## src/rtl/slww_pkg.sv

```systemverilog
// Shared types and constants of the serial LCD window writer.
`timescale 1ns / 1ps

package slww_pkg;

  // Field widths
  localparam int unsigned KIND_W   = 3;
  localparam int unsigned COORD_W  = 9;
  localparam int unsigned COLOR_W  = 16;
  localparam int unsigned BYTE_W   = 8;
  localparam int unsigned STATUS_W = 2;
  localparam int unsigned WORD_W   = 16;
  localparam int unsigned CFG_IDX_W  = 1;
  localparam int unsigned CFG_DATA_W = 9;
  localparam int unsigned SEQ_W    = 4;

  // Input item kinds
  localparam logic [KIND_W-1:0] KIND_START_FILL  = 3'd0;
  localparam logic [KIND_W-1:0] KIND_START_IMAGE = 3'd1;
  localparam logic [KIND_W-1:0] KIND_PIXEL       = 3'd2;
  localparam logic [KIND_W-1:0] KIND_LINK_ERROR  = 3'd3;
  localparam logic [KIND_W-1:0] KIND_ABORT       = 3'd4;

  // Status codes
  localparam logic [STATUS_W-1:0] ST_OK      = 2'd0;
  localparam logic [STATUS_W-1:0] ST_ERROR   = 2'd1;
  localparam logic [STATUS_W-1:0] ST_BUSY    = 2'd2;
  localparam logic [STATUS_W-1:0] ST_TIMEOUT = 2'd3;

  // Panel commands
  localparam logic [BYTE_W-1:0] CMD_COLUMN_WINDOW = 8'h2A;
  localparam logic [BYTE_W-1:0] CMD_ROW_WINDOW    = 8'h2B;
  localparam logic [BYTE_W-1:0] CMD_MEMORY_WRITE  = 8'h2C;

  // Configuration registers
  localparam logic [CFG_IDX_W-1:0] CFG_DISPLAY_READY = 1'd0;
  localparam logic [CFG_IDX_W-1:0] CFG_COLUMN_OFFSET = 1'd1;
  localparam logic [COORD_W-1:0]   OFFSET_AT_RESET   = 9'd34;

  // Byte positions inside the window sequence
  localparam logic [SEQ_W-1:0] SEQ_COL_CMD  = 4'd0;
  localparam logic [SEQ_W-1:0] SEQ_XS_HI    = 4'd1;
  localparam logic [SEQ_W-1:0] SEQ_XS_LO    = 4'd2;
  localparam logic [SEQ_W-1:0] SEQ_XE_HI    = 4'd3;
  localparam logic [SEQ_W-1:0] SEQ_XE_LO    = 4'd4;
  localparam logic [SEQ_W-1:0] SEQ_ROW_CMD  = 4'd5;
  localparam logic [SEQ_W-1:0] SEQ_YS_HI    = 4'd6;
  localparam logic [SEQ_W-1:0] SEQ_YS_LO    = 4'd7;
  localparam logic [SEQ_W-1:0] SEQ_YE_HI    = 4'd8;
  localparam logic [SEQ_W-1:0] SEQ_YE_LO    = 4'd9;
  localparam logic [SEQ_W-1:0] SEQ_MEM_CMD  = 4'd10;
  localparam logic [SEQ_W-1:0] SEQ_PIX_LO   = 4'd1;

  // Job kinds handed from the front to the back
  typedef enum logic [1:0] {
    OP_SINGLE,
    OP_PIXEL,
    OP_START
  } op_e;

  // One queued job; the words carry window addresses or the pixel
  typedef struct packed {
    op_e                 op;
    logic [STATUS_W-1:0] status;
    logic                cs_release;
    logic                busy_res;
    logic [WORD_W-1:0]   w0;
    logic [WORD_W-1:0]   w1;
    logic [WORD_W-1:0]   w2;
    logic [WORD_W-1:0]   w3;
  } job_t;

  // One result item
  typedef struct packed {
    logic [BYTE_W-1:0]   spi_byte;
    logic                is_data;
    logic                byte_valid;
    logic                cs_release;
    logic                last;
    logic [STATUS_W-1:0] status;
    logic                busy_res;
  } res_t;

endpackage

```

## src/rtl/slww_item_if.sv

```systemverilog
// Input item channel of the serial LCD window writer.
`timescale 1ns / 1ps

interface slww_item_if;
  logic                               valid;
  logic                               ready;
  logic [slww_pkg::KIND_W-1:0]        kind;
  logic [slww_pkg::COORD_W-1:0]       x_start;
  logic [slww_pkg::COORD_W-1:0]       y_start;
  logic [slww_pkg::COORD_W-1:0]       rect_width;
  logic [slww_pkg::COORD_W-1:0]       rect_height;
  logic [slww_pkg::COLOR_W-1:0]       color;

  modport source (output valid, kind, x_start, y_start, rect_width, rect_height, color,
                  input ready);
  modport sink (input valid, kind, x_start, y_start, rect_width, rect_height, color,
                output ready);
endinterface

```

## src/rtl/slww_result_if.sv

```systemverilog
// Result item channel of the serial LCD window writer.
`timescale 1ns / 1ps

interface slww_result_if;
  logic                           valid;
  logic                           ready;
  logic [slww_pkg::BYTE_W-1:0]    spi_byte;
  logic                           is_data;
  logic                           byte_valid;
  logic                           cs_release;
  logic                           last;
  logic [slww_pkg::STATUS_W-1:0]  status;
  logic                           busy_res;

  modport source (output valid, spi_byte, is_data, byte_valid, cs_release, last, status,
                  busy_res, input ready);
  modport sink (input valid, spi_byte, is_data, byte_valid, cs_release, last, status,
                busy_res, output ready);
endinterface

```

## src/rtl/slww_front.sv

```systemverilog
// Front end: accepts items, keeps transfer state and queues output jobs.
`timescale 1ns / 1ps

module slww_front #(
  parameter int unsigned PANEL_WIDTH  = 240,
  parameter int unsigned PANEL_HEIGHT = 320
) (
  input  logic                               clk_i,
  input  logic                               rst_ni,
  input  logic                               cfg_we_i,
  input  logic [slww_pkg::CFG_IDX_W-1:0]     cfg_idx_i,
  input  logic [slww_pkg::CFG_DATA_W-1:0]    cfg_data_i,
  slww_item_if.sink                          item_i,
  input  logic                               q_full_i,
  output logic                               push_o,
  output slww_pkg::job_t                     job_o
);

  localparam int unsigned SUM_W = slww_pkg::COORD_W + 1;
  localparam logic [SUM_W-1:0] PanelW = SUM_W'(PANEL_WIDTH);
  localparam logic [SUM_W-1:0] PanelH = SUM_W'(PANEL_HEIGHT);

  logic                               ready_q, ready_d;
  logic [slww_pkg::COORD_W-1:0]       offset_q, offset_d;
  logic                               busy_q, busy_d;
  logic                               fill_q, fill_d;
  logic [slww_pkg::COLOR_W-1:0]       fcolor_q, fcolor_d;
  logic [slww_pkg::COORD_W-1:0]       width_q, width_d;
  logic [slww_pkg::COORD_W-1:0]       height_q, height_d;
  logic [slww_pkg::COORD_W-1:0]       col_q, col_d;
  logic [slww_pkg::COORD_W-1:0]       row_q, row_d;
  logic [slww_pkg::STATUS_W-1:0]      lstat_q, lstat_d;

  logic                               accept;
  logic [SUM_W-1:0]                   x_end, y_end;
  logic [slww_pkg::WORD_W-1:0]        xs, xe, ye;
  logic [slww_pkg::COORD_W-1:0]       col_inc, row_inc;
  logic [slww_pkg::COLOR_W-1:0]       px;
  logic                               done;

  assign item_i.ready = !q_full_i;
  assign accept       = item_i.valid && !q_full_i;

  // Window bounds and addresses
  assign x_end = SUM_W'(item_i.x_start) + SUM_W'(item_i.rect_width);
  assign y_end = SUM_W'(item_i.y_start) + SUM_W'(item_i.rect_height);
  assign xs    = slww_pkg::WORD_W'(item_i.x_start) + slww_pkg::WORD_W'(offset_q);
  assign xe    = xs + slww_pkg::WORD_W'(item_i.rect_width) - 16'd1;
  assign ye    = slww_pkg::WORD_W'(item_i.y_start) + slww_pkg::WORD_W'(item_i.rect_height)
                 - 16'd1;

  // Pixel counters
  assign col_inc = col_q + 9'd1;
  assign row_inc = row_q + 9'd1;
  assign done    = (col_inc >= width_q) && (row_inc >= height_q);
  assign px      = fill_q ? fcolor_q : item_i.color;

  // Classify the item, update state and build the job
  always_comb begin
    ready_d  = ready_q;
    offset_d = offset_q;
    busy_d   = busy_q;
    fill_d   = fill_q;
    fcolor_d = fcolor_q;
    width_d  = width_q;
    height_d = height_q;
    col_d    = col_q;
    row_d    = row_q;
    lstat_d  = lstat_q;
    push_o   = 1'b0;
    job_o    = '0;
    job_o.op = slww_pkg::OP_SINGLE;

    if (cfg_we_i) begin
      case (cfg_idx_i)
        slww_pkg::CFG_DISPLAY_READY: ready_d  = cfg_data_i[0];
        slww_pkg::CFG_COLUMN_OFFSET: offset_d = cfg_data_i;
        default: ;
      endcase
    end

    if (accept) begin
      case (item_i.kind)
        slww_pkg::KIND_START_FILL, slww_pkg::KIND_START_IMAGE: begin
          push_o = 1'b1;
          if (!ready_q || busy_q) begin
            job_o.status   = slww_pkg::ST_BUSY;
            job_o.busy_res = busy_q;
          end else if (item_i.rect_width == '0 || item_i.rect_height == '0 ||
                       x_end > PanelW || y_end > PanelH) begin
            job_o.status = slww_pkg::ST_ERROR;
          end else begin
            job_o.op     = slww_pkg::OP_START;
            job_o.status = slww_pkg::ST_OK;
            job_o.w0     = xs;
            job_o.w1     = xe;
            job_o.w2     = slww_pkg::WORD_W'(item_i.y_start);
            job_o.w3     = ye;
            fill_d   = (item_i.kind == slww_pkg::KIND_START_FILL);
            fcolor_d = (item_i.kind == slww_pkg::KIND_START_FILL) ? item_i.color : '0;
            width_d  = item_i.rect_width;
            height_d = item_i.rect_height;
            col_d    = '0;
            row_d    = '0;
            lstat_d  = slww_pkg::ST_OK;
            busy_d   = 1'b1;
          end
        end
        slww_pkg::KIND_PIXEL: begin
          if (busy_q) begin
            push_o           = 1'b1;
            job_o.op         = slww_pkg::OP_PIXEL;
            job_o.status     = slww_pkg::ST_OK;
            job_o.w0         = px;
            job_o.cs_release = done;
            job_o.busy_res   = !done;
            if (col_inc >= width_q) begin
              col_d = '0;
              row_d = row_inc;
            end else begin
              col_d = col_inc;
            end
            if (done) begin
              busy_d  = 1'b0;
              fill_d  = 1'b0;
              lstat_d = slww_pkg::ST_OK;
            end
          end
        end
        slww_pkg::KIND_LINK_ERROR: begin
          if (busy_q) begin
            push_o           = 1'b1;
            job_o.status     = slww_pkg::ST_ERROR;
            job_o.cs_release = 1'b1;
            busy_d  = 1'b0;
            fill_d  = 1'b0;
            lstat_d = slww_pkg::ST_ERROR;
          end
        end
        slww_pkg::KIND_ABORT: begin
          push_o = 1'b1;
          if (busy_q) begin
            job_o.status     = slww_pkg::ST_TIMEOUT;
            job_o.cs_release = 1'b1;
            busy_d  = 1'b0;
            fill_d  = 1'b0;
            lstat_d = slww_pkg::ST_TIMEOUT;
          end else begin
            job_o.status = lstat_q;
          end
        end
        default: ;
      endcase
    end
  end

  // Hold configuration and transfer state
  always_ff @(posedge clk_i or negedge rst_ni) begin
    if (!rst_ni) begin
      ready_q  <= 1'b0;
      offset_q <= slww_pkg::OFFSET_AT_RESET;
      busy_q   <= 1'b0;
      fill_q   <= 1'b0;
      fcolor_q <= '0;
      width_q  <= '0;
      height_q <= '0;
      col_q    <= '0;
      row_q    <= '0;
      lstat_q  <= slww_pkg::ST_OK;
    end else begin
      ready_q  <= ready_d;
      offset_q <= offset_d;
      busy_q   <= busy_d;
      fill_q   <= fill_d;
      fcolor_q <= fcolor_d;
      width_q  <= width_d;
      height_q <= height_d;
      col_q    <= col_d;
      row_q    <= row_d;
      lstat_q  <= lstat_d;
    end
  end

  // A pixel job only leaves the front while a transfer runs
  assert property (@(posedge clk_i) disable iff (!rst_ni)
    (push_o && job_o.op == slww_pkg::OP_PIXEL) |-> busy_q)
    else $error("pixel job queued while idle");

  // A started transfer always leaves the front busy
  assert property (@(posedge clk_i) disable iff (!rst_ni)
    (push_o && job_o.op == slww_pkg::OP_START) |=> busy_q)
    else $error("start job without busy transfer");

endmodule

```

## src/rtl/slww_queue.sv

```systemverilog
// Short job queue between the front and the back.
`timescale 1ns / 1ps

module slww_queue #(
  parameter int unsigned DEPTH = 2
) (
  input  logic           clk_i,
  input  logic           rst_ni,
  input  logic           push_i,
  input  slww_pkg::job_t data_i,
  input  logic           pop_i,
  output logic           full_o,
  output logic           valid_o,
  output slww_pkg::job_t data_o
);

  localparam int unsigned PTR_W = (DEPTH > 1) ? $clog2(DEPTH) : 1;
  localparam int unsigned CNT_W = $clog2(DEPTH + 1);
  localparam logic [PTR_W-1:0] LastPtr = PTR_W'(DEPTH - 1);
  localparam logic [CNT_W-1:0] FullCnt = CNT_W'(DEPTH);

  slww_pkg::job_t    mem_q [DEPTH];
  logic [PTR_W-1:0]  wr_q, wr_d;
  logic [PTR_W-1:0]  rd_q, rd_d;
  logic [CNT_W-1:0]  cnt_q, cnt_d;
  logic              do_push, do_pop;

  assign full_o  = (cnt_q == FullCnt);
  assign valid_o = (cnt_q != '0);
  assign data_o  = mem_q[rd_q];
  assign do_push = push_i && !full_o;
  assign do_pop  = pop_i && valid_o;

  // Advance pointers with wrap
  always_comb begin
    wr_d  = wr_q;
    rd_d  = rd_q;
    cnt_d = cnt_q;
    if (do_push) wr_d = (wr_q == LastPtr) ? '0 : wr_q + 1'b1;
    if (do_pop)  rd_d = (rd_q == LastPtr) ? '0 : rd_q + 1'b1;
    if (do_push && !do_pop) cnt_d = cnt_q + 1'b1;
    else if (do_pop && !do_push) cnt_d = cnt_q - 1'b1;
  end

  always_ff @(posedge clk_i or negedge rst_ni) begin
    if (!rst_ni) begin
      wr_q  <= '0;
      rd_q  <= '0;
      cnt_q <= '0;
    end else begin
      wr_q  <= wr_d;
      rd_q  <= rd_d;
      cnt_q <= cnt_d;
    end
  end

  // Store pushed jobs
  always_ff @(posedge clk_i) begin
    if (do_push) mem_q[wr_q] <= data_i;
  end

  assert property (@(posedge clk_i) disable iff (!rst_ni) !(push_i && full_o))
    else $error("push into full job queue");

  assert property (@(posedge clk_i) disable iff (!rst_ni) cnt_q <= FullCnt)
    else $error("job queue count overflow");

endmodule

```

## src/rtl/slww_back.sv

```systemverilog
// Back end: expands queued jobs into serial bytes, one result item a cycle while the receiver takes them.
`timescale 1ns / 1ps

module slww_back (
  input  logic           clk_i,
  input  logic           rst_ni,
  input  logic           q_valid_i,
  input  slww_pkg::job_t job_i,
  output logic           pop_o,
  slww_result_if.source  result_o
);

  logic [slww_pkg::SEQ_W-1:0] idx_q, idx_d;
  logic                       out_valid_q, out_valid_d;
  slww_pkg::res_t             res_q, res_d;
  slww_pkg::res_t             cur;
  logic                       load, is_end;

  assign load = q_valid_i && (!out_valid_q || result_o.ready);

  // Form the byte at the current position of the head job
  always_comb begin
    cur        = '0;
    cur.status = slww_pkg::ST_OK;
    is_end     = 1'b1;
    case (job_i.op)
      slww_pkg::OP_SINGLE: begin
        cur.cs_release = job_i.cs_release;
        cur.last       = 1'b1;
        cur.status     = job_i.status;
        cur.busy_res   = job_i.busy_res;
      end
      slww_pkg::OP_PIXEL: begin
        cur.is_data    = 1'b1;
        cur.byte_valid = 1'b1;
        if (idx_q == slww_pkg::SEQ_PIX_LO) begin
          cur.spi_byte   = job_i.w0[7:0];
          cur.cs_release = job_i.cs_release;
          cur.last       = 1'b1;
          cur.busy_res   = job_i.busy_res;
        end else begin
          cur.spi_byte = job_i.w0[15:8];
          cur.busy_res = 1'b1;
          is_end       = 1'b0;
        end
      end
      slww_pkg::OP_START: begin
        cur.byte_valid = 1'b1;
        cur.is_data    = 1'b1;
        is_end         = 1'b0;
        case (idx_q)
          slww_pkg::SEQ_COL_CMD: begin
            cur.spi_byte   = slww_pkg::CMD_COLUMN_WINDOW;
            cur.is_data    = 1'b0;
            cur.cs_release = 1'b1;
          end
          slww_pkg::SEQ_XS_HI: cur.spi_byte = job_i.w0[15:8];
          slww_pkg::SEQ_XS_LO: cur.spi_byte = job_i.w0[7:0];
          slww_pkg::SEQ_XE_HI: cur.spi_byte = job_i.w1[15:8];
          slww_pkg::SEQ_XE_LO: begin
            cur.spi_byte   = job_i.w1[7:0];
            cur.cs_release = 1'b1;
          end
          slww_pkg::SEQ_ROW_CMD: begin
            cur.spi_byte   = slww_pkg::CMD_ROW_WINDOW;
            cur.is_data    = 1'b0;
            cur.cs_release = 1'b1;
          end
          slww_pkg::SEQ_YS_HI: cur.spi_byte = job_i.w2[15:8];
          slww_pkg::SEQ_YS_LO: cur.spi_byte = job_i.w2[7:0];
          slww_pkg::SEQ_YE_HI: cur.spi_byte = job_i.w3[15:8];
          slww_pkg::SEQ_YE_LO: begin
            cur.spi_byte   = job_i.w3[7:0];
            cur.cs_release = 1'b1;
          end
          default: begin
            cur.spi_byte   = slww_pkg::CMD_MEMORY_WRITE;
            cur.is_data    = 1'b0;
            cur.cs_release = 1'b1;
            cur.last       = 1'b1;
            cur.busy_res   = 1'b1;
            is_end         = 1'b1;
          end
        endcase
      end
      default: ;
    endcase
  end

  // Load the output register and step through the job
  always_comb begin
    idx_d       = idx_q;
    res_d       = res_q;
    out_valid_d = out_valid_q;
    pop_o       = 1'b0;
    if (out_valid_q && result_o.ready) out_valid_d = 1'b0;
    if (load) begin
      res_d       = cur;
      out_valid_d = 1'b1;
      if (is_end) begin
        pop_o = 1'b1;
        idx_d = '0;
      end else begin
        idx_d = idx_q + 1'b1;
      end
    end
  end

  always_ff @(posedge clk_i or negedge rst_ni) begin
    if (!rst_ni) begin
      idx_q       <= '0;
      out_valid_q <= 1'b0;
    end else begin
      idx_q       <= idx_d;
      out_valid_q <= out_valid_d;
    end
  end

  always_ff @(posedge clk_i) begin
    res_q <= res_d;
  end

  assign result_o.valid      = out_valid_q;
  assign result_o.spi_byte   = res_q.spi_byte;
  assign result_o.is_data    = res_q.is_data;
  assign result_o.byte_valid = res_q.byte_valid;
  assign result_o.cs_release = res_q.cs_release;
  assign result_o.last       = res_q.last;
  assign result_o.status     = res_q.status;
  assign result_o.busy_res   = res_q.busy_res;

  // Mid-job position implies the job is still at the queue head
  assert property (@(posedge clk_i) disable iff (!rst_ni) (idx_q != '0) |-> q_valid_i)
    else $error("sequence position without a job");

  assert property (@(posedge clk_i) disable iff (!rst_ni) idx_q <= slww_pkg::SEQ_MEM_CMD)
    else $error("sequence position out of range");

endmodule

```

## src/rtl/spi_lcd_window_writer_unit.sv

```systemverilog
// Serial LCD window writer: top level joining front, job queue and back.
//
// Items enter on item_i (valid/ready) and results leave on result_o
// (valid/ready), one result item per byte or status event.
// A start item that is accepted yields 11 results: column-window command,
// four address bytes, row-window command, four address bytes and the
// memory-write command. Rejected starts, aborts and mid-transfer link
// errors yield a single status result; a pixel slot mid-transfer yields
// two data bytes, high first. The back emits one result per cycle while
// the receiver takes them. An item's job passes the job queue, and its
// results the output register, before they are valid. The front takes one
// item per cycle while the job queue has room (QUEUE_DEPTH jobs); a
// stalled receiver holds the output register and backs up the queue, and
// item_i.ready drops only once the queue is full. Configuration is
// written through cfg_we_i/cfg_idx_i/cfg_data_i; the user must do so only
// while the block is idle, which the block itself does not enforce. Reset
// clears the transfer state, sets display_ready to 0 and column_offset to
// 34, and empties the queue and the output register.
`timescale 1ns / 1ps

module spi_lcd_window_writer_unit #(
  parameter int unsigned PANEL_WIDTH  = 240,
  parameter int unsigned PANEL_HEIGHT = 320,
  parameter int unsigned QUEUE_DEPTH  = 2
) (
  input  logic                             clk_i,
  input  logic                             rst_ni,
  input  logic                             cfg_we_i,
  input  logic [slww_pkg::CFG_IDX_W-1:0]   cfg_idx_i,
  input  logic [slww_pkg::CFG_DATA_W-1:0]  cfg_data_i,
  slww_item_if.sink                        item_i,
  slww_result_if.source                    result_o
);

  logic           push, pop, q_full, q_valid;
  slww_pkg::job_t push_job, head_job;

  slww_front #(
    .PANEL_WIDTH  (PANEL_WIDTH),
    .PANEL_HEIGHT (PANEL_HEIGHT)
  ) u_front (
    .clk_i      (clk_i),
    .rst_ni     (rst_ni),
    .cfg_we_i   (cfg_we_i),
    .cfg_idx_i  (cfg_idx_i),
    .cfg_data_i (cfg_data_i),
    .item_i     (item_i),
    .q_full_i   (q_full),
    .push_o     (push),
    .job_o      (push_job)
  );

  slww_queue #(
    .DEPTH (QUEUE_DEPTH)
  ) u_queue (
    .clk_i   (clk_i),
    .rst_ni  (rst_ni),
    .push_i  (push),
    .data_i  (push_job),
    .pop_i   (pop),
    .full_o  (q_full),
    .valid_o (q_valid),
    .data_o  (head_job)
  );

  slww_back u_back (
    .clk_i     (clk_i),
    .rst_ni    (rst_ni),
    .q_valid_i (q_valid),
    .job_i     (head_job),
    .pop_o     (pop),
    .result_o  (result_o)
  );

endmodule

```

## src/flat_wrapper.sv

```systemverilog
// flat-port wrapper written by rule: the top's interface ports become plain ports
module spi_lcd_window_writer_unit_flat 
#(
  parameter int unsigned PANEL_WIDTH  = 240,
  parameter int unsigned PANEL_HEIGHT = 320,
  parameter int unsigned QUEUE_DEPTH  = 2
)
  (clk_i, rst_ni, cfg_we_i, cfg_idx_i, cfg_data_i, item_i_valid, item_i_kind, item_i_x_start, item_i_y_start, item_i_rect_width, item_i_rect_height, item_i_color, item_i_ready, result_o_valid, result_o_spi_byte, result_o_is_data, result_o_byte_valid, result_o_cs_release, result_o_last, result_o_status, result_o_busy_res, result_o_ready);
  slww_item_if item_i_i ();
  slww_result_if result_o_i ();
  input  logic clk_i;
  input  logic rst_ni;
  input  logic cfg_we_i;
  input  logic [slww_pkg::CFG_IDX_W-1:0] cfg_idx_i;
  input  logic [slww_pkg::CFG_DATA_W-1:0] cfg_data_i;
  input wire logic [$bits(item_i_i.valid)-1:0] item_i_valid;
  input wire logic [$bits(item_i_i.kind)-1:0] item_i_kind;
  input wire logic [$bits(item_i_i.x_start)-1:0] item_i_x_start;
  input wire logic [$bits(item_i_i.y_start)-1:0] item_i_y_start;
  input wire logic [$bits(item_i_i.rect_width)-1:0] item_i_rect_width;
  input wire logic [$bits(item_i_i.rect_height)-1:0] item_i_rect_height;
  input wire logic [$bits(item_i_i.color)-1:0] item_i_color;
  output wire logic [$bits(item_i_i.ready)-1:0] item_i_ready;
  output wire logic [$bits(result_o_i.valid)-1:0] result_o_valid;
  output wire logic [$bits(result_o_i.spi_byte)-1:0] result_o_spi_byte;
  output wire logic [$bits(result_o_i.is_data)-1:0] result_o_is_data;
  output wire logic [$bits(result_o_i.byte_valid)-1:0] result_o_byte_valid;
  output wire logic [$bits(result_o_i.cs_release)-1:0] result_o_cs_release;
  output wire logic [$bits(result_o_i.last)-1:0] result_o_last;
  output wire logic [$bits(result_o_i.status)-1:0] result_o_status;
  output wire logic [$bits(result_o_i.busy_res)-1:0] result_o_busy_res;
  input wire logic [$bits(result_o_i.ready)-1:0] result_o_ready;
  assign item_i_i.valid = item_i_valid;
  assign item_i_i.kind = item_i_kind;
  assign item_i_i.x_start = item_i_x_start;
  assign item_i_i.y_start = item_i_y_start;
  assign item_i_i.rect_width = item_i_rect_width;
  assign item_i_i.rect_height = item_i_rect_height;
  assign item_i_i.color = item_i_color;
  assign item_i_ready = item_i_i.ready;
  assign result_o_valid = result_o_i.valid;
  assign result_o_spi_byte = result_o_i.spi_byte;
  assign result_o_is_data = result_o_i.is_data;
  assign result_o_byte_valid = result_o_i.byte_valid;
  assign result_o_cs_release = result_o_i.cs_release;
  assign result_o_last = result_o_i.last;
  assign result_o_status = result_o_i.status;
  assign result_o_busy_res = result_o_i.busy_res;
  assign result_o_i.ready = result_o_ready;
  spi_lcd_window_writer_unit #(.PANEL_WIDTH(PANEL_WIDTH), .PANEL_HEIGHT(PANEL_HEIGHT), .QUEUE_DEPTH(QUEUE_DEPTH)) u_core (.clk_i(clk_i), .rst_ni(rst_ni), .cfg_we_i(cfg_we_i), .cfg_idx_i(cfg_idx_i), .cfg_data_i(cfg_data_i), .item_i(item_i_i), .result_o(result_o_i));
endmodule
```

## config.mk

```make
export PLATFORM = sky130hd
export DESIGN_NAME = spi_lcd_window_writer_unit_flat
export DESIGN_NICKNAME = d
export VERILOG_FILES = /design/src/rtl/slww_pkg.sv /design/src/rtl/slww_item_if.sv /design/src/rtl/slww_result_if.sv /design/src/rtl/slww_front.sv /design/src/rtl/slww_queue.sv /design/src/rtl/slww_back.sv /design/src/rtl/spi_lcd_window_writer_unit.sv /design/src/flat_wrapper.sv
export SDC_FILE = /design/constraint.sdc
export NUM_CORES = 1
export LEC_CHECK = 0
export BUFFER_PORTS_ARGS = -buffer_cell sky130_fd_sc_hd__clkbuf_2
export CAP_MARGIN = 20
export CORE_UTILIZATION = 60
export DETAILED_ROUTE_END_ITERATION = 16
export PLACE_DENSITY = 0.89
export SLEW_MARGIN = 30
export SYNTH_ARGS = -nofsm -noshare
export SYNTH_HDL_FRONTEND = slang
export SYNTH_SLANG_ARGS = --single-unit
```

## constraint.sdc

```tcl
create_clock -name clk_i -period 8.1 [get_ports clk_i]
set_clock_uncertainty 0.1 [all_clocks]
set_input_delay 1.62 -clock clk_i [delete_from_list [all_inputs] [get_ports clk_i]]
set_output_delay 1.62 -clock clk_i [all_outputs]
set_load 0.03 [all_outputs]
```

==> results of run 1 <==
worst max-delay path: stages:
cell and delay (ps):
clkbuf_2 130, ha_1 180, inv_1 60, fa_1 380, nand2b_1 190, a21oi_1 190, nor3_1 70, nand4b_1 170
a2111oi_0 770, a211o_1 410, or3_4 540, inv_2 400, and3_1 300
cell usage after synthesis, drive strengths merged, types with 14 or more instances:
master / number / share of area, %
nor2: 66 / 2.1
buf: 17 / 0.76
o22ai: 20 / 1.1
nand2b: 15 / 0.80
dfrtp: 73 / 16
ha: 93 / 9.9
nand2: 59 / 1.9
edfxtp: 123 / 31
a32o: 22 / 1.9
xnor2: 35 / 2.6
a21o: 17 / 1.1
nand4: 14 / 0.74
nor2b: 18 / 0.96
inv: 113 / 3.6
nand3: 22 / 0.94
xor2: 14 / 1.0
mux2i: 73 / 6.2
o21ai: 33 / 1.4
mux2: 17 / 1.7
clkbuf: 21 / 0.67
a21oi: 49 / 2.1
state kept, by name, summed over array words and instances (netlist names), 8 cells and up:
name and flops:
u_core.u_queue.mem_q 108, u_core.u_front.fcolor_q 16, u_core.u_front.col_q 9, u_core.u_front.height_q 9
u_core.u_front.offset_q 9, u_core.u_front.row_q 9, u_core.u_front.width_q 9, u_core.u_back.result_o.spi_byte 8
worst paths after layout:
path | start | end
min reg2reg | u_core.u_front.fcolor_q[0]$_DFFE_PN0P_ | u_core.u_front.fcolor_q[0]$_DFFE_PN0P_
min | u_core.u_front.fcolor_q[0]$_DFFE_PN0P_ | u_core.u_front.fcolor_q[0]$_DFFE_PN0P_
max reg2reg | u_core.u_front.offset_q[1]$_DFFE_PN1P_ | u_core.u_queue.mem_q[1][41]$_DFFE_PP_
min in group asynchronous | rst_ni | u_core.u_front.height_q[0]$_DFFE_PN0P_
max in group asynchronous | rst_ni | u_core.u_front.fcolor_q[13]$_DFFE_PN0P_
max | item_i_rect_width[0] | u_core.u_queue.mem_q[1][47]$_DFFE_PP_
power by group through the flow:
stage          sequential, uW  clock, uW  combinational (uW)
2_1_floorplan            1430          0                 947
3_3_place_gp             1400          0                1260
3_5_place_dp             1410          0                1290
4_1_cts                  1390        817                1310
5_1_grt                  1410        856                1440
6_report                 1390        808                1310
cell usage in the layout, fill, tap and decap left out, types with 15 or more instances in the layout:
cell / instances
a32o_1: 22
nand2b_1: 15
a21o_1: 17
o22ai_1: 20
mux2i_1: 73
ha_1: 93
nand2_1: 59
nand3_1: 22
a21oi_1: 49
dfrtp_1: 72
inv_1: 111
o21ai_0: 31
mux2_2: 15
nor2_1: 65
clkbuf_16: 17
clkbuf_2: 85
xnor2_1: 35
nor2b_1: 18
edfxtp_1: 123
final cells by class:
type	instances	area (um2)	area share, %
multi-input combinational	717	5619	43.28
sequential	198	5574	42.93
timing repair buffer	92	478.0	3.681
clock buffer	17	425.4	3.276
inverter	113	424.2	3.267
tap	260	325.3	2.506
clock inverter	15	137.6	1.060
per-stage QoR:
| step | total power (uW) | area [um2] | cells | hold WS, ps | setup WS, ps |
|---|---|---|---|---|---|
| global route | 3699 | 12980 | 1412 | 415.1 | 2528 |
| detailed placement | 2698 | 12420 | 1380 | 380.9 | 2447 |
| floorplan | 2373 | 11780 | 1066 | 360.3 | 2986 |
| finish | 3506 | 12980 | 1412 | 397.5 | 2762 |
| global placement | 2651 | 12420 | 1380 | 373.1 | 2530 |
| CTS | 3508 | 12980 | 1412 | 401.1 | 2912 |
metal layers:
layer / share of wire, % / up-vias
met4: 4.2 / 0
met5: 0 / -
met2: 48 / 366
li1: - / 4050
met3: 6.2 / 71
met1: 41 / 4155
cell families after synthesis:
logic type               share of synthesized area [%]
AND/OR/NAND/NOR                                  10.39
AO/OA/AOI/OAI                                    13.26
flip-flops                                       47.32
buffers and inverters                            5.036
multiplexers                                     9.615
adder cells (fa/ha/maj)                          10.73
XOR/XNOR                                         3.644
==> impl_summary.md, run 1 <==
Status
The run finished with clean final reports.

Pwr
The analysis attributes to net switching a power of 1292 uW. The internal portion of the total power is between 2000 and 2500 uW. The maximum VDD drop is approximately 0.00017 V.

For this design the static power due to leakage is 0.005710 uW. The share of power burned in the clock network is between 20% and 30%. Of the total power, combinational logic draws a little under two fifths. In this run, flip-flops and latches consume 39.6% of the power. Of the total power, the share spent switching nets is between 30% and 40%. Power spread over the standard cell area amounts to about 270 nW/um2.

Global route
The layer flagged by global routing as most heavily used is met2. The largest net degree at the start of global routing is 65. The initial antenna violation count was 0. The first global-routing pass estimated 42,580 um of wire.

For this run, global-route usage on met1 was measured as 35.68%. The global-route track usage on met2 is between 40% and 50%. The total grt overflow is 0. Global routing used between 20% and 30% of the available tracks. The via count of the first global-routing pass is between 8,000 and 9,000.

The met3 track utilization from global routing is under 10%.

Floorplanning
The floorplan step defined a die boundary enclosing 20,190 um2. In this run the vertical extent of the chip is between 100 and 150 um. The core region is roughly 19,000 um2. From left edge to right edge, the die measures ~140 um. The starting density of the core is roughly 62%. During I/O placement, the number of pins put on the boundary was between 80 and 90. The number of core rows is 50.

Clock tree
The clock tree synthesis step divided the H-tree into 4 levels. The clock reaches the later pin of the worst-skew pair after between 400 and 500 ps. In this run the post-CTS setup repair buffer count came out at 0. The total CTS buffers is 17.

CTS saw 198 sinks. Clock-pin slew was measured on the worst setup and hold paths at around 80 ps. The number of cells upsized or downsized after cts is 0. The clock tree from TritonCTS is built. Clock tree synthesis selected as its root buffer the cell clkbuf_16. For this design, the CTS-stage hold fixing added 0 buffers. The clock tree buffer depth is 2.

Synthesis
Averaged over all synthesized cells, the footprint is approximately 11 um2. Among all flip-flop cells after synthesis, the most frequent one is edfxtp_1. In this run, distinct cell masters in the synthesized netlist total between 60 and 70. Counting flops and latches in the post-synthesis netlist gives just under 200.

The synthesized net count is between 1,000 and 1,500. Counting flops with a built-in enable in the synthesized netlist gives around 120. The async set or reset register ratio after synthesis is 37.88%. Sequential elements use a little under half of the synthesized area. The combined area of all synthesized cells is around 12,000 um2. The gate count of the mapped netlist is 1,066. During synthesis, Yosys emitted a total of 0 warnings.

Flow run
The number of violations of the max-capacitance limit is 0.

Timing
Setup repair after global routing left no endpoint under its margin. The max-slew violation total from the final report is 0. The total count of hold-check failures in the final report is 0. In the finished design, the share of the clock period the worst path needs comes to about two thirds. The final critical delay including setup and external delays is approximately 5300 ps. After routing, the total negative slack on setup checks comes to 0 ps. The setup-violating endpoint count in the final report is 0. Measured against its own limit, the worst slew margin works out to about 34%. Derived from the worst setup path, the maximum achievable clock frequency is approximately 0.19 GHz. The slew at the pin closest to its max-slew limit is 991.6 ps.

Worst hold path
The path type of the worst min-delay path is reg -> reg. Along the worst hold path, the cell count comes to 1.

Placement
During placement, the flow inserted port buffers numbering between 80 and 90. The placer congestion estimate is between 0.9 and 1. The total half-perimeter wirelength after legalization and detailed placement is around 20,000 um.

Detailed routing
The routed via count divided by cell count is 6.120. The detailed-router iteration count before antenna repair is 6. In the final routed layout, each cell accounts on average for 19.15 um. The detailed-route via count is just under 9,000. The DRC marker count from the first detailed-route iteration is 752. The number of routed nets with antenna violations is 0.

After detailed routing, the number of remaining DRC violations is 0. The overall routed net length is around 27,000 um.

Setup path
In this run the register-to-register setup slack is 4290 ps. The kind of start point of the critical path is an input port. The path type of the worst setup path is in -> reg. Counting cells, the worst reg-to-reg path comes to 16. The capturing element type of the critical path is a register. The maximum fanout count along the critical path is 39.

The critical path arrival is between 5000 and 6000 ps. STA puts the critical path data required time at between 8000 and 9000 ps.

Finish
Compared with the post-synthesis result, the final layout area differs by 10.25%. The number of diodes is 0. For this run, the share of the core covered by cells in the final layout is ~68%. For this run, the post-layout net count is about 1,300. The fraction of final layout cells with drive strength greater than 1 is approximately 14%.

Counting the fill cells in the layout gives 1,354.
Power figures use the tool's default switching activity.
==> run 2: changes to the inputs <==
==> constraint.sdc (replaced) <==
create_clock -name clk_i -period 5.3 [get_ports clk_i]
set_clock_uncertainty 0.1 [all_clocks]
set_input_delay 1.06 -clock clk_i [delete_from_list [all_inputs] [get_ports clk_i]]
set_output_delay 1.06 -clock clk_i [all_outputs]
set_load 0.03 [all_outputs]
==> run 2 against run 1 <==
Combinational power rose by 54%. Count of clock-buffer cells in the layout increased by 1. Die area is the same. Register-to-register slack got worse by 2800 ps. Sequential share of layout area down 0.14 points. Largest cell class unchanged.
==> impl_summary.md, run 2 (same netlist as run 1, synthesis figures left out) <==
Finish
Commonest non-fill, non-tap cells in the layout: 123 x edfxtp_1, 111 x inv_1, 93 x ha_1, 85 x clkbuf_2, 73 x mux2i_1 (unchanged). The layout overhead on the synthesized area is 10.61% (was 10.25%). The final net count is 1,308 (was 1,307).

The fill cell instance count of the final layout is 1,343 (was 1,354). Largest registers: u_core.u_queue.mem_q (108), u_core.u_front.fcolor_q (16) (unchanged). The flip-flop count of the largest register after layout is 108 (unchanged). The number of diodes is 0 (unchanged). The leading cell type in the layout, fill and taps excluded is edfxtp_1 (unchanged).

The fraction of final layout cells with drive strength greater than 1 came to 14.14% (was 14.15%). The final design utilization came to 68.72% (was 68.49%). The largest register by flop count is u_core.u_queue.mem_q (unchanged).

Setup path
The critical path arrival is 4600 ps (was 5430 ps). The kind of start point of the critical path is an input port (unchanged). The worst-case register-to-register setup slack is 1490 ps (was 4290 ps).

The maximum cell stage delay along the critical path was 790 ps (was 770 ps). The slowest cell on the critical path is a2111oi_0 (unchanged). The path type of the worst setup path was in -> reg (unchanged). CP cell instances: clkbuf_2 -> ha_1 -> inv_1 -> fa_1 -> nand2b_1 -> a21oi_1 -> nor3_1 -> nand4b_1 -> a2111oi_0 -> a211o_1 -> or3_4 -> inv_2 -> and2_1 (was clkbuf_2 -> ha_1 -> inv_1 -> fa_1 -> nand2b_1 -> a21oi_1 -> nor3_1 -> nand4b_1 -> a2111oi_0 -> a211o_1 -> or3_4 -> inv_2 -> and3_1). The capturing element type of the critical path is a register (unchanged). The data required time at the worst endpoint came to 5370 ps (was 8190 ps).

The maximum fanout count along the critical path was 31 (was 39).

Detailed routing
The overall routed net length is 27,560 um (was 27,040 um). The remaining routing DRC violations is 0 (unchanged). The routed via count divided by cell count is 6.161 (was 6.120). The per-cell routed wire length is 19.50 um (was 19.15 um). The detailed-route via count is 8,706 (was 8,642). The DRC marker count from the first detailed-route iteration is 774 (was 752). The detailed-router iteration count before antenna repair came to 6 (unchanged). The number of routed nets with antenna violations came to 0 (unchanged).

Global route
The wire length of the first global-routing pass came to 43,980 um (was 42,580 um). The via count of the first global-routing pass is 8,587 (was 8,335). The initial antenna violation count is 0 (unchanged).

The aggregate global-route resource usage is 28.54% (was 27.84%). The largest net degree at the start of global routing is 46 (was 65). The total grt overflow is 0 (unchanged).

Placement
The number of port buffers is 86 (unchanged). The total half-perimeter wirelength after legalization and detailed placement came to 20,530 um (was 20,070 um). The placer congestion estimate is 0.9834 (was 0.9438).

Floorplanning
The I/O pin count is 87 (unchanged). The number of core rows is 50 (unchanged). The height of the die is 142.1 um (unchanged). The starting density of the core is 62.13% (unchanged). The die outline area was 20,190 um2 (unchanged). The floorplan die width is 142.1 um (unchanged). The core area is 18,960 um2 (unchanged).

Clock tree
The CTS sink count is 198 (unchanged). The number of setup buffers added after CTS is 0 (unchanged). The library cell used as clock root buffer is clkbuf_16 (unchanged). The clock tree buffer depth was 2 (unchanged).

The total CTS buffers was 17 (unchanged). The CTS H-tree depth is 4 (unchanged). The cts-stage hold buffer count was 0 (unchanged). The number of cells upsized or downsized after cts is 0 (unchanged). The clock latency at the later pin of the worst-skew pair was 440 ps (about the same). The clock-pin slew on the worst setup and hold paths came to 70 ps (was 80 ps). The clock tree from TritonCTS was built (unchanged).

Worst hold path
The path type of the worst min-delay path was reg -> reg (unchanged).

Timing
For this run, the top clock speed supported by timing is between 0.2 and 0.25 GHz. The ratio of final minimum period to clock period is a little under nine tenths. The final critical delay including setup and external delays is approximately 4500 ps. The setup-violating endpoint count in the final report came to 0 (unchanged).

Unrepaired setup endpoints after global routing: false (unchanged). The total count of hold-check failures in the final report is 0 (unchanged). The final setup TNS is 0 ps (unchanged).

The slew at the pin closest to its max-slew limit is 961.7 ps (was 991.6 ps). The worst max-slew margin expressed relative to the limit is 35.89% (was 33.73%). The max-slew violation total from the final report is 0 (unchanged).

Pwr
The power density relative to cell area is 418.8 nW/um2 (was 270.1 nW/um2). The maximum VDD drop is 0.0003204 V (was 0.0001739 V). The cell leakage power is 0.005726 uW (was 0.005710 uW).

Status
Run status: finished, final reports clean (unchanged).

Flow run
The number of violations of the max-capacitance limit was 0 (unchanged).
[run 2: changes by cell type in the layout (fill, tap and decap cells not counted), sizes merged]
cell / delta
clkinv: +1
buf: +1
inv: -4
clkbuf: +1
bufinv: +2
[run 2: layout make-up]
cell class	count	area (um2)	share of cell area, %
Clock inverter	14	168.9	1.297
Inverter	113	424.2	3.256
Tap cell	260	325.3	2.497
Multi-Input combinational cell	717	5619	43.14
Timing Repair Buffer	93	485.5	3.727
Clock buffer	18	429.2	3.295
Sequential cell	198	5574	42.79
[run 2: per-stage QoR]
stage	std cells	setup WS [ps]	hold WS (ps)	instance area, um2	total power, uW
3_3_place_gp	1381	543.9	372.7	12430	4064
6_report	1413	770.9	393.1	13030	5455
2_1_floorplan	1066	746.3	360.3	11780	3626
3_5_place_dp	1381	464.5	378.4	12430	4138
5_1_grt	1413	529.7	417.9	13030	5738
4_1_cts	1413	898.0	397.2	13030	5458
[run 2: final timing paths]
check                                                         start                                       end  cells after the start
min                        u_core.u_back.result_o.valid$_DFFE_PN0P_  u_core.u_back.result_o.valid$_DFFE_PN0P_                      2
min reg2reg                u_core.u_back.result_o.valid$_DFFE_PN0P_  u_core.u_back.result_o.valid$_DFFE_PN0P_                      2
max in group asynchronous                                    rst_ni   u_core.u_front.fcolor_q[12]$_DFFE_PN0P_                      2
max reg2reg                  u_core.u_front.offset_q[1]$_DFFE_PN1P_     u_core.u_queue.mem_q[0][41]$_DFFE_PP_                     16
min in group asynchronous                                    rst_ni  u_core.u_back.result_o.valid$_DFFE_PN0P_                      1
max                                            item_i_rect_width[0]     u_core.u_queue.mem_q[0][33]$_DFFE_PP_                     13
[run 2: routing by layer]
layer / track usage (%) / up-vias / wire, um
met2: 48.43 / 382 / 13770
met4: 12.34 / 0 / 962
met1: 36.59 / 4217 / 11050
li1: - / 4045 / -
met3: 4.071 / 62 / 1768
met5: 0 / - / 0
[run 2: critical path: cells and delay by family]
kind	cells	cell delay (ps)
AND/OR/NAND/NOR	5	1090
adder cells (fa/ha/maj)	2	570
AO/OA/AOI/OAI	3	1400
buffers and inverters	3	480
[run 2: power breakdown]
group | switching, uW | internal [uW]
clock network | 596 | 709
registers | 196 | 1940
logic | 1190 | 828
total | 1980 | 3470
==> run 3: changes to the inputs <==
--- a/config.mk
+++ b/config.mk
@@ -7,9 +7,12 @@
 export LEC_CHECK = 0
 export BUFFER_PORTS_ARGS = -buffer_cell sky130_fd_sc_hd__clkbuf_2
 export CAP_MARGIN = 20
-export CORE_UTILIZATION = 60
+export CELL_PAD_IN_SITES_DETAIL_PLACEMENT = 0
+export CELL_PAD_IN_SITES_GLOBAL_PLACEMENT = 2
+export CORE_UTILIZATION = 25
+export CTS_CLUSTER_SIZE = 30
 export DETAILED_ROUTE_END_ITERATION = 16
-export PLACE_DENSITY = 0.89
+export PLACE_DENSITY = 0.64
 export SLEW_MARGIN = 30
 export SYNTH_ARGS = -nofsm -noshare
 export SYNTH_HDL_FRONTEND = slang
==> run 3 against run 2 <==
Die area rose by 140%. Hold slack got worse by 2.1 ps. Combinational power hardly changed. Via count fell by 5.2%. Register-to-register slack worse by 60 ps. Maximum frequency increased by 3.4%. Sequential power about the same. Clock power about the same. Highest routed layer unchanged.
==> impl_summary.md, run 3 (same netlist as run 1, synthesis figures left out) <==
Setup path
The worst-case register-to-register setup slack is 1430 ps (was 1490 ps). The destination of the worst register-to-register timing path is u_core.u_queue.mem_q[1][41]$_DFFE_PP_ (was u_core.u_queue.mem_q[0][41]$_DFFE_PP_). The category of cells accounting for the largest share of critical-path delay is compound AO/OA/AOI/OAI gates (unchanged). The path type of the worst setup path is in -> reg (unchanged).

The worst reg-to-reg path cell count came to 15 (was 16). CP cell instances: clkbuf_2 -> inv_1 -> ha_1 -> a211oi_2 -> nor2_1 -> or3_1 -> a2111oi_2 -> o21ai_1 -> a211o_1 -> buf_4 -> or3_1 -> a32o_1 (was clkbuf_2 -> ha_1 -> inv_1 -> fa_1 -> nand2b_1 -> a21oi_1 -> nor3_1 -> nand4b_1 -> a2111oi_0 -> a211o_1 -> or3_4 -> inv_2 -> and2_1). The slowest cell on the critical path is or3_1 (was a2111oi_0). The capturing element type of the critical path is a register (unchanged). The reg-to-reg startpoint is u_core.u_front.offset_q[0]$_DFFE_PN0P_ (was u_core.u_front.offset_q[1]$_DFFE_PN1P_).

The kind of start point of the critical path is an input port (unchanged). The maximum fanout count along the critical path was 22 (was 31). The maximum cell stage delay along the critical path was 730 ps (was 790 ps). The critical path arrival is 4630 ps (was 4600 ps).

The critical path buffer and inverter count came to 3 (unchanged). Counting stages on the worst path, the most repeated cell is or3_1. The data required time at the worst endpoint came to 5550 ps (was 5370 ps).

Pwr
The power density relative to cell area is 408.2 nW/um2 (was 418.8 nW/um2). The cell leakage power is 0.005764 uW (was 0.005726 uW). The part of the power in registers is 38.8% (was 39.1%).

The part of the power in combinational logic is 37.1% (was 37.0%). The net switching power is 2074 uW (was 1981 uW). The total power of the final layout is 5511 uW (was 5455 uW). The switching power as a share of total power came to 37.63% (was 36.31%). The share of power burned in the clock network is 24.1% (was 23.9%). The internal power contribution is 3437 uW (was 3474 uW).

The maximum VDD drop is 0.0001935 V (was 0.0003204 V).

Timing
The slew at the pin closest to its max-slew limit is 898.2 ps (was 961.7 ps). The worst max-slew margin expressed relative to the limit is 39.97% (was 35.89%). The maximum achievable frequency came to 0.2283 GHz (was 0.2208 GHz). The final critical delay including setup and external delays is 4380 ps (was 4529 ps). Unrepaired setup endpoints after global routing: false (unchanged). The final setup TNS is 0 ps (unchanged).

The max-slew violation total from the final report is 0 (unchanged). The setup-violating endpoint count in the final report is 0 (unchanged). The ratio of final minimum period to clock period is 82.64% (was 85.45%). The total count of hold-check failures in the final report is 0 (unchanged).

Clock tree
The number of setup buffers added after CTS is 0 (unchanged). The clock tree buffer depth is 2 (unchanged). The clock latency at the later pin of the worst-skew pair was 460 ps (was 440 ps). The clock-pin slew on the worst setup and hold paths was 80 ps (was 70 ps). The library cell used as clock root buffer is clkbuf_16 (unchanged). The clock tree from TritonCTS is built (unchanged).

The CTS H-tree depth is 4 (unchanged). The cts-stage hold buffer count is 0 (unchanged). The number of cells upsized or downsized after cts was 0 (unchanged).

The CTS sink count was 198 (unchanged). The total CTS buffers is 17 (unchanged).

Floorplanning
The core area came to 46,460 um2 (was 18,960 um2). The I/O pin count was 87 (unchanged). The floorplan die width came to 219.0 um (was 142.1 um).

The height of the die is 219.0 um (was 142.1 um). The number of core rows was 79 (was 50). The die outline area is 47,980 um2 (was 20,190 um2). The starting density of the core came to 25.35% (was 62.13%).

Global route
The aggregate global-route resource usage was 13.99% (was 28.54%). The total grt overflow was 0 (unchanged). The initial antenna violation count is 0 (unchanged). The wire length of the first global-routing pass is 50,160 um (was 43,980 um).

The via count of the first global-routing pass is 8,430 (was 8,587). The largest net degree at the start of global routing is 55 (was 46).

Finish
Commonest non-fill, non-tap cells in the layout: 123 x edfxtp_1, 111 x inv_1, 93 x ha_1, 85 x clkbuf_2, 73 x mux2i_1 (unchanged). The leading cell type in the layout, fill and taps excluded is edfxtp_1 (unchanged). The fraction of final layout cells with drive strength greater than 1 is 14.68% (was 14.14%).

The number of diodes is 0 (unchanged). The final cell count without fillers is 1,765 (was 1,413). The flip-flop count of the largest register after layout was 108 (unchanged). The final design utilization was 29.06% (was 68.72%). The area taken by flip-flops and latches is 5575 um2 (was 5574 um2). The layout overhead on the synthesized area is 14.65% (was 10.61%).

The area of combinational cells with multiple inputs came to 5630 um2 (was 5619 um2). The final cell area excluding filler cells is 13,500 um2 (was 13,030 um2). Largest registers: u_core.u_queue.mem_q (108), u_core.u_front.fcolor_q (16) (unchanged).

The fill cell instance count of the final layout came to 4,881 (was 1,343). The final net count is 1,313 (was 1,308). The largest register by flop count is u_core.u_queue.mem_q (unchanged).

Flow run
The number of violations of the max-capacitance limit was 0 (unchanged).

Detailed routing
The number of routed nets with antenna violations was 0 (unchanged). The overall routed net length is 32,720 um (was 27,560 um). The DRC marker count from the first detailed-route iteration was 426 (was 774). The detailed-route via count is 8,254 (was 8,706). The remaining routing DRC violations is 0 (unchanged). The per-cell routed wire length was 18.54 um (was 19.50 um).

The detailed-router iteration count before antenna repair is 5 (was 6). The routed via count divided by cell count was 4.676 (was 6.161).

Placement
The cell count after placement is 1,733 (was 1,381). The number of port buffers was 86 (unchanged). The cell area reported after detailed placement was 12,910 um2 (was 12,430 um2).

The placer congestion estimate is 0.8499 (was 0.9834). The total half-perimeter wirelength after legalization and detailed placement is 25,390 um (was 20,530 um).

Worst hold path
The cell depth of the worst hold path is 1 (was 2). The path type of the worst min-delay path was reg -> reg (unchanged). The terminating pin of the worst hold path is u_core.u_front.fcolor_q[4]$_DFFE_PN0P_ (was u_core.u_back.result_o.valid$_DFFE_PN0P_). The launch point of the worst hold path is u_core.u_front.fcolor_q[4]$_DFFE_PN0P_ (was u_core.u_back.result_o.valid$_DFFE_PN0P_).

Status
Run status: finished, final reports clean (unchanged).
[run 3: cell type report]
cell class / count / share of cell area (%)
clock inverters: 14 / 1.186
flip-flops and latches: 198 / 41.29
clock buffers: 18 / 3.179
repair buffers: 98 / 3.874
well taps: 607 / 5.625
multi-input cells: 717 / 41.70
inverters: 113 / 3.142
[run 3: worst reg2reg max path: cells and delay by family (launching register included)]
kind	cells	cell delay [ps]
compound gates	6	1060
buf+inv	2	120
xor+xnor	1	220
flops	1	400
fa+ha+maj	5	1610
simple gates	1	90
[run 3: metrics by stage]
step	hold WS [ps]	setup WS, ps
2_1_floorplan	360.3	746.3
3_3_place_gp	372.6	540.9
3_5_place_dp	380.6	484.4
4_1_cts	397.6	966.3
5_1_grt	404.1	729.0
6_report	390.9	920.1
[run 3: metal layers]
metal	up-vias	GRT usage, %	wire, um
met4	0	4.468	665
met5	-	0	0
met1	4058	18.06	15350
met2	112	23.69	15930
met3	29	2.315	772
li1	4055	-	-
[run 3: power by group through the flow]
stage	clock (uW)	sequential [uW]	combinational (uW)
2_1_floorplan	0	2180	1450
3_3_place_gp	0	2170	2070
3_5_place_dp	0	2170	2070
4_1_cts	1370	2140	2090
5_1_grt	1420	2170	2270
6_report	1330	2140	2040
[run 3: worst max path at each step]
stage	start	end	slack [ps]	depth (start not counted)
2_1_floorplan	item_i_kind[0]	u_core.u_queue.mem_q[0][0]$_DFFE_PP_	750	4
3_3_place_gp	item_i_rect_height[0]	u_core.u_front.col_q[1]$_DFFE_PN0P_	540	13
3_5_place_dp	item_i_rect_height[1]	u_core.u_front.col_q[3]$_DFFE_PN0P_	480	12
4_1_cts	item_i_rect_height[1]	u_core.u_front.col_q[3]$_DFFE_PN0P_	970	12
5_1_grt	item_i_rect_height[1]	u_core.u_front.col_q[3]$_DFFE_PN0P_	730	12
6_report	item_i_rect_height[1]	u_core.u_front.col_q[3]$_DFFE_PN0P_	920	12
